## src/rtl/core/iirmc_ram.sv

```systemverilog
// Delay-line memory: one write port and one read port with registered read data.
// No dependencies.
module iirmc_ram #(
    parameter int DEPTH = 24,
    parameter int AW    = 5,
    parameter int W     = 48
)(
    input  logic         clk,
    input  logic         we,
    input  logic [AW-1:0] waddr,
    input  logic [W-1:0]  wdata,
    input  logic [AW-1:0] raddr,
    output logic [W-1:0]  rdata
);

    logic [W-1:0] mem [DEPTH];

    always_ff @(posedge clk)
    begin
        if (we)
        begin
            mem[waddr] <= wdata;
        end
        rdata <= mem[raddr];
    end

endmodule

```

## config.mk

```make
export PLATFORM = sky130hd
export DESIGN_NAME = iirmc_ram
export DESIGN_NICKNAME = d
export VERILOG_FILES = /design/src/rtl/core/iirmc_ram.sv
export SDC_FILE = /design/constraint.sdc
export NUM_CORES = 1
export LEC_CHECK = 0
export BUFFER_PORTS_ARGS = -buffer_cell sky130_fd_sc_hd__buf_2
export CORE_ASPECT_RATIO = 1.4
export CORE_MARGIN = 5
export CORE_UTILIZATION = 30
export DETAILED_ROUTE_END_ITERATION = 12
export SLEW_MARGIN = 10
export SYNTH_ARGS = -nofsm -noshare
export SYNTH_HDL_FRONTEND = slang
export SYNTH_SLANG_ARGS = --single-unit
```

## constraint.sdc

```tcl
create_clock -name clk -period 3.65 [get_ports clk]
set_input_delay 0.365 -clock clk [delete_from_list [all_inputs] [get_ports clk]]
set_output_delay 0.365 -clock clk [all_outputs]
set_load 0.02 [all_outputs]
```

## After elaboration in Yosys (flattened, before gate mapping)

Memories as Yosys holds them, arrays and structs flattened. A register that Yosys moved wholly into a read port is not among the register bits.
Index checks and enable logic that the tools add are counted.

- Bits in registers: 0
- Memories kept: 1
- ROM bits: 0
- Bits in writable memories: 1152
- Bits in latches: 0
- Output and inout port bits: 48
- Word-level logic and storage cells: 3

- Reduce and logical (&&, ||, !) cells: 0
- Add/subtract/negate cells: 0
- Bitwise gates (word level): 0
- Multiplexer cells: 2
- Divide/modulo/power cells: 0
- Eq/ne operators: 0
- Shift operators: 0
- $mul: 0
- Magnitude comparators: 0

Memories:

| name | depth | bits a word | read ports | clocked after Yosys merged registers in | wr ports | RTL line | RTL |
|---|---|---|---|---|---|---|---|
| mem | 24 | 48 | 1 | 1 | 1 | 16 | `logic [W-1:0] mem [DEPTH];` |

Operators by type and width:

| cell | count |
|---|---|
| 1-bit 2-to-1 mux | 2 |

## Depth between registers and ports, before layout

- Depth after elaboration: 2
- Gate-level depth with buffers: 9

## Worst setup path before layout

No wires, ideal clock.

- Path type: input to register
- Start point: input port waddr[1]
- End point: memory mem[20][0] (enable)
- Arrival: 3011 ps
- Cell stages on the path: 3
- Path slack: 185 ps
- Path buffers: 1
- Cells stage by stage: or3b_2 > clkbuf_1 > nor2_1

RTL lines:

| what | RTL line | RTL |
|---|---|---|
| from (decl) | 10 | `input logic [AW-1:0] waddr,` |
| to (decl) | 16 |  |

No word-level cell before the write port.

## Worst setup path in the final report

- Start point: input port waddr[1]
- End point: memory mem[1][43] (enable)

No word-level cell before the write port.

==> out/results.ini <==
[pwr]
ir_drop_uv = 414
power.leakage_nw = 17.4
cellPowerDensity_nw_per_um2 = 545

[yosys]
synth_top_family_by_area = multiplexers
synth_xor_area_share_pct = 0
synthAdderAreaFrac_pct = 0
yosysUniqueCellTypes = 27
seq_area_frac_synth_pct = 78.3
synth-simple-area-share_pct = 3.20
yosys.area.top_type_share_pct = 76.2
synth_compound_gate_area_share_pct = 2.34
async_flop_share_pct = 0
syn-cell-area_sq_um = 45400
netlist_instances = 2301
postSynthRegisterBits = 1200
synth_ff_type = edfxtp_1
synth_mux_area_share_pct = 14.5
synth_area_leaders = edfxtp_1 76%, mux2i_1 7.8%, mux4_2 5.5%
syn_avg_cell_area_sq_um = 19.7
yosysWarnings = 0
synth_top_cell_by_area = edfxtp_1
synth_nets = 2361
synth_edf_count = 1152

[routing]
vias = 22200
wl_um = 111000
initialDrtViolationCount = 1590
vias_per_cell = 4.87
drc_errors = 0
wire_per_inst_um = 24.4
dr.pass1.iters = 5
ant_nets = 0

[sta]
final.setup.tns_ns = 0
drv_slew = 0
finalCritPeriodShare_pct = 52.5
fin_skew_ns = 0.0626
period_needed_ns = 1.92
max_freq_mhz = 522
tightest_slew_ns = 0.941
setup-violations-final = 0
hold_viol_final = 0
rsz0062_at_grt = false
maxSlewHeadroom_pct = 37.3

[layout]
finish.utilization_pct = 34.9
final_nets = 2544
syn2layout_area_growth_pct = 15.9
drive_gt1_share_pct = 22.0

[clocking]
clockBufferDepth = 3
postCtsHoldBufs = 0
clk_pin_slew_ns = 0.07
cts_setup_buffers = 0
cts_num_sinks = 1200
clock_latency_ns = 0.75
tritoncts = built
clockRootBuffer = clkbuf_16
cts_htree_levels = 3
ctsResizeCount = 0
cts_made_buffers = 106

[worst_hold_path]
min_from = wdata[36]
min_path_type = in -> reg

[die]
die_w_um = 339
die_h_um = 470
core_sq_um = 151000
io-pin-count = 108
design.die.area_sq_um = 159000
start_util_pct = 30.1
rows = 169

[grt]
grt_antenna_before_repair = 14
gr-total-overflow = 0
grt_usage_pct = 13.6
grt_pass1_wl_um = 161000
grt_max_degree = 97
grt_pass1_vias = 22800

[setup_path]
crit_arrival_ns = 2.33
crit_path_end_kind = flip-flop
path_max_fanout = 31
regToRegStartpoint = mem[23][22]
critPathMaxStageDelay_ns = 0.82
worstPathRequired_ns = 4.06
startpoint_type = input pin
cp_slowest_cell = nor2_4
crit_start = waddr[1]
crit_chain = buf_2 -> nand3b_1 -> nor2_4 -> buf_12
path_class = in -> reg

[placement]
port-buffer-count = 107
gp_congestion = 0.739
dpl.hpwl_um = 65100

[run]
maxCapViolCount = 0

[outcome]
status = completed

[critical path: cells and delay by family]
family | cells | cell delay, ns
buffers and inverters | 2 | 0.41
AND/OR/NAND/NOR | 2 | 1.48
[per-layer routing]
layer / up-vias / GRT usage, % / part of all wire, %
met3: 129 / 2.48 / 5.4
met2: 569 / 24.8 / 53
met5: - / 0 / 0.050
li1: 9691 / - / -
met1: 11800 / 16.6 / 40
met4: 8 / 3.55 / 1.9
[path summary, 6_finish.rpt]
check / endpoint / slack (ns) / cells past startpoint
min: mem[23][36] / 0.07 / 1
max reg2reg: rdata[22] / 2.14 / 4
min reg2reg: rdata[44] / 0.62 / 4
max: mem[1][43] / 1.73 / 4
[report_power, final]
group / switching, mW / internal, mW / leakage [nW]
clock: 5.08 / 6.74 / 1.82
sequential: 0.0918 / 15.3 / 10.8
combinational: 0.958 / 0.510 / 4.79
total: 6.13 / 22.6 / 17.4
[per-stage QoR]
step	hold slack (ns)	instance area, sq um	instances	power (mW)	setup WS, ns
after global placement	0.597	48900	4342	17.2	0.953
after CTS	0.0184	52600	4542	29.0	1.77
after floorplan	0.464	45400	2301	16.5	0.185
after global routing	0.0625	52600	4544	29.6	1.65
final	0.0725	52600	4548	28.7	1.73
after detailed placement	0.613	48900	4342	17.2	0.987
[cell usage in the layout (no fill, tap or decap), drive strengths merged]
| master | count |
|---|---|
| nor2 | 28 |
| mux2i | 356 |
| clkinvlp | 8 |
| edfxtp | 1152 |
| nand3 | 83 |
| mux2 | 48 |
| nand2 | 146 |
| and2 | 1 |
| a221oi | 14 |
| or3 | 1 |
| clkinv | 37 |
| dfxtp | 48 |
| diode | 6 |
| nand3b | 4 |
| inv | 3 |
| a22oi | 116 |
| bufinv | 14 |
| mux4 | 110 |
| clkbuf | 139 |
| o21ai | 14 |
| nand4 | 48 |
| or3b | 2 |
| nand2b | 1 |
| buf | 200 |
| nor2b | 3 |
[flip-flops by register name (all words and copies together), names as in the netlist]
signal and cells:
mem 1152, rdata 48
[synthesized netlist by cell type (2+ instances only)]
master / n
a221oi_1: 14
a22oi_1: 116
buf_1: 8
buf_12: 3
buf_2: 11
buf_4: 28
buf_6: 14
clkbuf_1: 60
dfxtp_1: 48
edfxtp_1: 1152
mux2_2: 48
mux2i_1: 356
mux4_2: 110
nand2_1: 146
nand3_1: 83
nand3b_1: 4
nand4_1: 48
nor2_1: 28
nor2b_1: 3
o21ai_0: 4
o21ai_1: 10
or3b_2: 2
[logic make-up after synthesis]
family | after synthesis
muxes | 514
and+or+nand+nor | 317
AOI/OAI and AO/OA | 144
buffers and inverters | 126
DFF | 1200
[layout make-up]
class | instances | area (sq um)
Antenna cell | 6 | 15.0
Clock buffer | 139 | 2950
Clock inverter | 61 | 808
Fill cell | 14100 | 98300
Inverter | 1 | 6.26
Multi-Input combinational cell | 975 | 9320
Sequential cell | 1200 | 35600
Tap cell | 1966 | 2460
Timing Repair Buffer | 200 | 1530
Note: power is estimated with default switching activity, not from simulation.
