[config.mk]
export PLATFORM = sky130hd
export DESIGN_NAME = iirmc_mac
export DESIGN_NICKNAME = d
export VERILOG_FILES = /design/src/rtl/core/iirmc_pkg.sv /design/src/rtl/core/iirmc_mac.sv
export SDC_FILE = /design/constraint.sdc
export NUM_CORES = 2
export LEC_CHECK = 0
export ABC_AREA = 1
export BUFFER_PORTS_ARGS = -buffer_cell sky130_fd_sc_hd__buf_2
export CAP_MARGIN = 20
export CORE_MARGIN = 4
export CORE_UTILIZATION = 45
export DETAILED_ROUTE_END_ITERATION = 10
export SYNTH_ARGS = -nofsm -noshare
export SYNTH_HDL_FRONTEND = slang
export SYNTH_SLANG_ARGS = --single-unit
[constraint.sdc]
create_clock -name clk -period 6.8 [get_ports clk]
set_input_delay 0.68 -clock clk [delete_from_list [all_inputs] [get_ports clk]]
set_output_delay 0.68 -clock clk [all_outputs]
set_load 0.05 [all_outputs]
[src/rtl/core/iirmc_pkg.sv]
// Shared types and constants of the multichannel IIR filter.
// Used by the channel interfaces, the MAC unit and the top level. No dependencies.
package iirmc_pkg;

    localparam int CHAN_W    = 3;
    localparam int SAMPLE_W  = 16;
    localparam int COEF_W    = 32;
    localparam int COEF_FRAC = 29;
    localparam int PROD_W    = COEF_W + SAMPLE_W;
    localparam int Z_W       = 48;
    localparam int ACC_W     = Z_W + 2;

    localparam int DEF_ORDER    = 3;
    localparam int DEF_CHANNELS = 8;

    // Configuration register file.
    localparam int NREGS  = 7;
    localparam int CFG_AW = 3;

    localparam logic [CFG_AW-1:0] REG_B0 = 3'd0;
    localparam logic [CFG_AW-1:0] REG_B1 = 3'd1;
    localparam logic [CFG_AW-1:0] REG_B2 = 3'd2;
    localparam logic [CFG_AW-1:0] REG_B3 = 3'd3;
    localparam logic [CFG_AW-1:0] REG_A1 = 3'd4;
    localparam logic [CFG_AW-1:0] REG_A2 = 3'd5;
    localparam logic [CFG_AW-1:0] REG_A3 = 3'd6;

    localparam logic [COEF_W-1:0] CFG_RESET [NREGS] = '{
        32'h2000_0000, 32'h0, 32'h0, 32'h0, 32'h0, 32'h0, 32'h0
    };

    // Control from the sequencer to the MAC unit.
    typedef struct packed {
        logic load_z;
        logic add_prod;
    } mac_ctrl_t;

    // Results of the MAC unit.
    typedef struct packed {
        logic signed [SAMPLE_W-1:0] yq;
        logic                       clip;
        logic signed [Z_W-1:0]      znew;
    } mac_res_t;

endpackage

[src/rtl/core/iirmc_mac.sv]
// Shared multiply-accumulate unit: one registered 32x16 multiplier and an accumulator,
// with output rounding/saturation and delay-state saturation. Depends on iirmc_pkg.
module iirmc_mac
    import iirmc_pkg::*;
(
    input  logic                       clk,
    input  logic signed [COEF_W-1:0]   coef,
    input  logic signed [SAMPLE_W-1:0] opnd,
    input  logic signed [Z_W-1:0]      z_in,
    input  mac_ctrl_t                  ctrl,
    output mac_res_t                   res
);

    localparam logic signed [ACC_W-1:0] HALF     = ACC_W'(1) <<< (COEF_FRAC - 1);
    localparam logic signed [ACC_W-1:0] Y_MAX    = ACC_W'(32767);
    localparam logic signed [ACC_W-1:0] Y_MIN    = ACC_W'(-32768);
    localparam logic signed [ACC_W-1:0] ZSAT_MAX = ACC_W'({1'b0, {(Z_W-1){1'b1}}});
    localparam logic signed [ACC_W-1:0] ZSAT_MIN = -ZSAT_MAX - ACC_W'(1);

    logic signed [PROD_W-1:0] prod_reg;
    logic signed [PROD_W-1:0] prod_next;
    logic signed [ACC_W-1:0]  acc_reg;
    logic signed [ACC_W-1:0]  sum;
    logic signed [ACC_W-1:0]  diff;
    logic signed [ACC_W-1:0]  rnd;
    logic signed [ACC_W-1:0]  yfull;

    assign prod_next = PROD_W'(coef) * PROD_W'(opnd);

    always_ff @(posedge clk)
    begin
        prod_reg <= prod_next;
        if (ctrl.load_z)
        begin
            acc_reg <= ACC_W'(z_in);
        end
        else if (ctrl.add_prod)
        begin
            acc_reg <= sum;
        end
    end

    assign sum   = acc_reg + ACC_W'(prod_reg);
    assign diff  = acc_reg - ACC_W'(prod_reg);
    assign rnd   = sum + HALF;
    assign yfull = rnd >>> COEF_FRAC;

    always_comb
    begin
        res.clip = 1'b0;
        if (yfull > Y_MAX)
        begin
            res.yq   = SAMPLE_W'(Y_MAX);
            res.clip = 1'b1;
        end
        else if (yfull < Y_MIN)
        begin
            res.yq   = SAMPLE_W'(Y_MIN);
            res.clip = 1'b1;
        end
        else
        begin
            res.yq = yfull[SAMPLE_W-1:0];
        end

        if (diff > ZSAT_MAX)
        begin
            res.znew = ZSAT_MAX[Z_W-1:0];
        end
        else if (diff < ZSAT_MIN)
        begin
            res.znew = ZSAT_MIN[Z_W-1:0];
        end
        else
        begin
            res.znew = diff[Z_W-1:0];
        end
    end

endmodule

======== Word-level counts from Yosys, hierarchy flattened ========
Cells that the tools add are included.
cells by class
  add/subtract/negate cells ............... 3
  multipliers ............................. 1
  magnitude comparators ................... 4
  multiplexer cells ....................... 7
  reductions and logical operators ........ 1
operators with widths
  operator                number
  $mux 50                 2
  $mux 48                 2
  $add 50x30->50 const B  1
  $add 50x48->50          1
  $gt 50x48->1 const B    1
  $lt 50x48->1 const B    1
  $sub 50x48->50          1
  $mul 32x16->48          1
  $gt 21x16->1 const B    1
  $lt 21x16->1 const B    1
  $mux 17                 1
  $mux 16                 1
  $reduce_bool 2->1       1
  $mux 1                  1
word-level totals
  flip-flop bits (word level) ............. 98
  input port bits ......................... 99
  output and inout bits ................... 65
  logic and storage cells ................. 18

======== Depth between registers and ports, before layout ========
  word-level depth ........................ 5
  depth in mapped cells ................... 34
  mapped depth without buffers ............ 32

======== Worst setup path before layout ========
No wires, ideal clock.
  path type ............................... input to register
  from .................................... input coef[11]
  to ...................................... register prod_reg[40]
  library setup time ...................... 0.072 ns
  data arrival time ....................... 6.248 ns
  required time ........................... 6.728 ns
  slack ................................... 0.480 ns
  stages .................................. 25
  path buffers ............................ 2
  cell sequence ........................... clkbuf_1 > clkbuf_1 > nand2_1 > fa_1 > fa_1 > fa_1 > inv_1 > fa_1 > fa_1 > inv_1 > fa_1 > inv_1 > ha_1 > nand2_1 > or2_2 > nand3_1 > a21oi_1 > o21ai_0 > nand2_1 > nand2_1 > nand2_1 > nor2_1 > nand3_1 > nand2_1 > xor2_1
on the way
  longest elaborated chain between the ends .. 1
ends and longest elaborated chain
  what                     RTL line         text
  start, declared          iirmc_mac.sv:7   input logic signed [COEF_W-1:0] coef,
  $mul 32x16->48           iirmc_mac.sv:28  assign prod_next = PROD_W'(coef) * PROD_W'(opnd);
  named net prod_next[40]  iirmc_mac.sv:21  logic signed [PROD_W-1:0] prod_next;
  end signal, assigned     iirmc_mac.sv:32  prod_reg <= prod_next;
  end, declared            iirmc_mac.sv:20  logic signed [PROD_W-1:0] prod_reg;
The timed path passes the listed nets, and every way through them passes these cells.
A chain may end at the register's enable or synchronous reset.

======== Worst setup path in the final report ========
  from .................................... input opnd[3]
  to ...................................... register prod_reg[43]
on the way
  longest elaborated chain between the ends .. 1
ends and longest elaborated chain
  what                     RTL line         text
  start, declared          iirmc_mac.sv:8   input logic signed [SAMPLE_W-1:0] opnd,
  $mul 32x16->48           iirmc_mac.sv:28
  named net prod_next[43]  iirmc_mac.sv:21
The timed path passes the listed nets, and every way through them passes these cells.

==> out/summary.txt <==
DRT iter0 DRCs: 1598
Post-DR wirelength/cell: 17.2 µm
Total wire length: 90000 µm
Antenna violations before repair: 1
Syn nets: 5091
Mean Syn Cell Area: 7.15 µm²
Final min period: 6.30 ns
GPL Wtd Cong: 0.950
Post-CTS sizing: 0
# setup viols final: 0
CTS tree: done
Global router's overall resource usage: 25.0%
Final nets: 5154
Via count: 26009
DR top layer: met5
Maxcap violations: 0
Setup bufs post-CTS: 0
CTS Hold Bufs: 0
Hpwl dp: 78300 µm
Max reg flops: 50
Synth Instances: 4291
Die area: 72400 µm²
CP max FO: 27
Post-synthesis sequential area ratio: 8.03%
Ys Warns: 0
Vias in the first global route: 26784
Crit share post-route: 92.7%
Critical Path End: prod_reg[43]
Initial Util: 45.5%
RSZ-0062 raised after global routing: false
Num CTS Buffers: 9
Via-per-instance ratio: 4.97
Boundary Pins: 164
Largest net degree at the start of global routing: 51
Number of buffers added on ports: 163
Setup TNS: 0 ns
Share of the synthesized area in the top cell type: 31.8%
Reg2reg path depth: 13
Worst-path clk slew: 0.09 ns
Fillers: 6951
Clock Latency Late Sink: 0.39 ns
Startpoint types: input pin
Clock buffer depth: 2
Status: finished clean
M1 WL: 40700 µm
Worst EP required: 7.08 ns
H-tree levels: 3
Worst setup EP type: register
Die height: 269 µm
Share of layout cells above drive strength 1: 11.1%
Place WS: 0.0931 ns
Fin. Hold Viols: 0
Row count: 95
Post-synth top area cell: fa_1
Flop2flop setup slack: 3.66 ns
Slew HR: 39.1%
Max Slew Vio Count: 0
Antenna Nets Post-Route: 0
Peak Freq: 159 MHz
Area contributors post-synth: fa_1, nand2_1, inv_1
Grt total ovfl: 0
# DRC: 0
CTS sink count: 98
Netlist cell types: 55
WL met3: 4560 µm
Post-Syn Area: 30700 µm²
Number of synthesized flops with an enable pin: 50
Arr. time, crit path: 6.58 ns
Setup ws final: 0.499 ns
CP startpoint: opnd[3]
Asr flop ratio synth: 0%
Post-route clock skew: 0.0252 ns
Initial DRT Pass Iterations: 8
Reg2reg end: acc_reg[42]
Clock tree root driver cell: clkbuf_16
Post-route cell area: 32500 µm²
Hold Path Class: input pin to register
Top FF cell, synth: edfxtp_1
Core box area: 67400 µm²
Crit Path Class: input pin to register
Global-route wire length before repair: 145000 µm
Area growth, synth to finish: 6.04%
DIE WIDTH: 269 µm
Area after DPL: 32200 µm²
Least-Margin Pin Slew: 0.913 ns
Met2 wire len: 42100 µm
Yosys reg bits: 98
Antenna cells: 0
Reg2Reg Launch Point: prod_reg[0]
[critical path, cell delays in order]
cell and delay (ns):
buf_2 0.46, nand2_1 0.14, fa_1 0.49, fa_1 0.51, fa_1 0.52, inv_1 0.07, fa_1 0.49, fa_1 0.49
inv_1 0.05, fa_1 0.48, inv_1 0.05, ha_1 0.31, a21oi_1 0.19, o21ai_0 0.15, a211oi_1 0.25, o21ai_0 0.12
a21oi_1 0.23, inv_1 0.07, nand2_1 0.06, nand2_1 0.08, nand2_1 0.07, nand2_1 0.11, nand2_1 0.08, nand2_1 0.07
a21oi_1 0.14, nor2_1 0.06, xor2_1 0.14
[metrics by stage]
step	cells	utilization, %	hold slack [ns]
2_1_floorplan	4291	-	0.698
3_3_place_gp	5215	47.8	0.789
3_5_place_dp	5215	47.8	0.819
4_1_cts	5231	48.2	0.553
5_1_grt	5232	48.3	0.581
6_report	5232	48.3	0.561
[worst min-delay path by stage]
stage                     start           to  cells after the start
CTS                     z_in[2]   acc_reg[2]                      3
global placement    prod_reg[0]   acc_reg[0]                      2
detailed placement  prod_reg[0]   acc_reg[0]                      2
finish                 z_in[11]  acc_reg[11]                      3
global route           z_in[37]  acc_reg[37]                      3
floorplan           prod_reg[0]   acc_reg[0]                      2
[layout make-up]
cell class | instances | area, µm² | area share (%)
clock buffer | 12 | 279 | 0.858
clock inverter | 4 | 52.6 | 0.162
inverter | 1135 | 4260 | 13.1
multi-input combinational | 2890 | 23100 | 71.1
sequential | 98 | 2460 | 7.57
tap | 873 | 1090 | 3.36
timing repair buffer | 220 | 1270 | 3.90
[synth_stat cells (4+ instances only)]
library cell	count
nand3_1	72
nor3_1	10
nand3_2	12
edfxtp_1	50
inv_2	55
nor2_1	215
fa_1	488
a21o_1	11
dfxtp_1	48
xnor2_1	25
nand2_1	1126
clkinv_1	16
a21oi_1	177
nand2_2	63
clkbuf_1	116
o221ai_1	4
o21a_1	13
buf_4	31
o21bai_1	18
xor2_1	104
inv_1	1064
nor2_4	26
o21ai_1	10
xor2_2	4
nor4_1	7
nand4_1	37
buf_2	11
nand2_4	7
buf_6	8
o31ai_1	12
nor2_2	43
o21ai_0	121
ha_1	213
nor3_2	7
a21oi_2	13
a31oi_1	17
or2_2	8
[routing by layer]
layer,GRT usage (%),vias up
li1,-,12667
met1,34.4,12474
met2,42.6,751
met3,2.04,115
met4,6.70,2
met5,0,-
[cells by family after synthesis]
logic type / count (synthesis) / share of synthesized area, %
AND/OR/NAND/NOR: 1645 / 23.3
XOR/XNOR: 133 / 3.89
AO/OA/AOI/OAI: 411 / 7.61
adder cells (fa/ha/maj): 701 / 40.5
buffers and inverters: 1303 / 16.7
flip-flops: 98 / 8.03
[cell usage in the layout (no fill, tap or decap), drive strengths merged, types with 4 or more instances in the layout]
cell / synthesis / layout
a21o: 11 / 11
a21oi: 191 / 191
a31oi: 17 / 17
buf: 52 / 220
clkbuf: 116 / 12
clkinv: 16 / 18
dfxtp: 48 / 48
edfxtp: 50 / 50
fa: 488 / 488
ha: 213 / 213
inv: 1119 / 1120
nand2: 1196 / 1196
nand3: 87 / 87
nand4: 37 / 37
nor2: 286 / 286
nor3: 17 / 17
nor4: 7 / 7
o21a: 13 / 13
o21ai: 134 / 134
o21bai: 18 / 18
o221ai: 4 / 4
o31ai: 12 / 12
or2: 8 / 8
xnor2: 25 / 25
xor2: 108 / 108
Power is not shown: default switching activity piles up to over one toggle a cycle in this logic, so the estimate is an artifact.
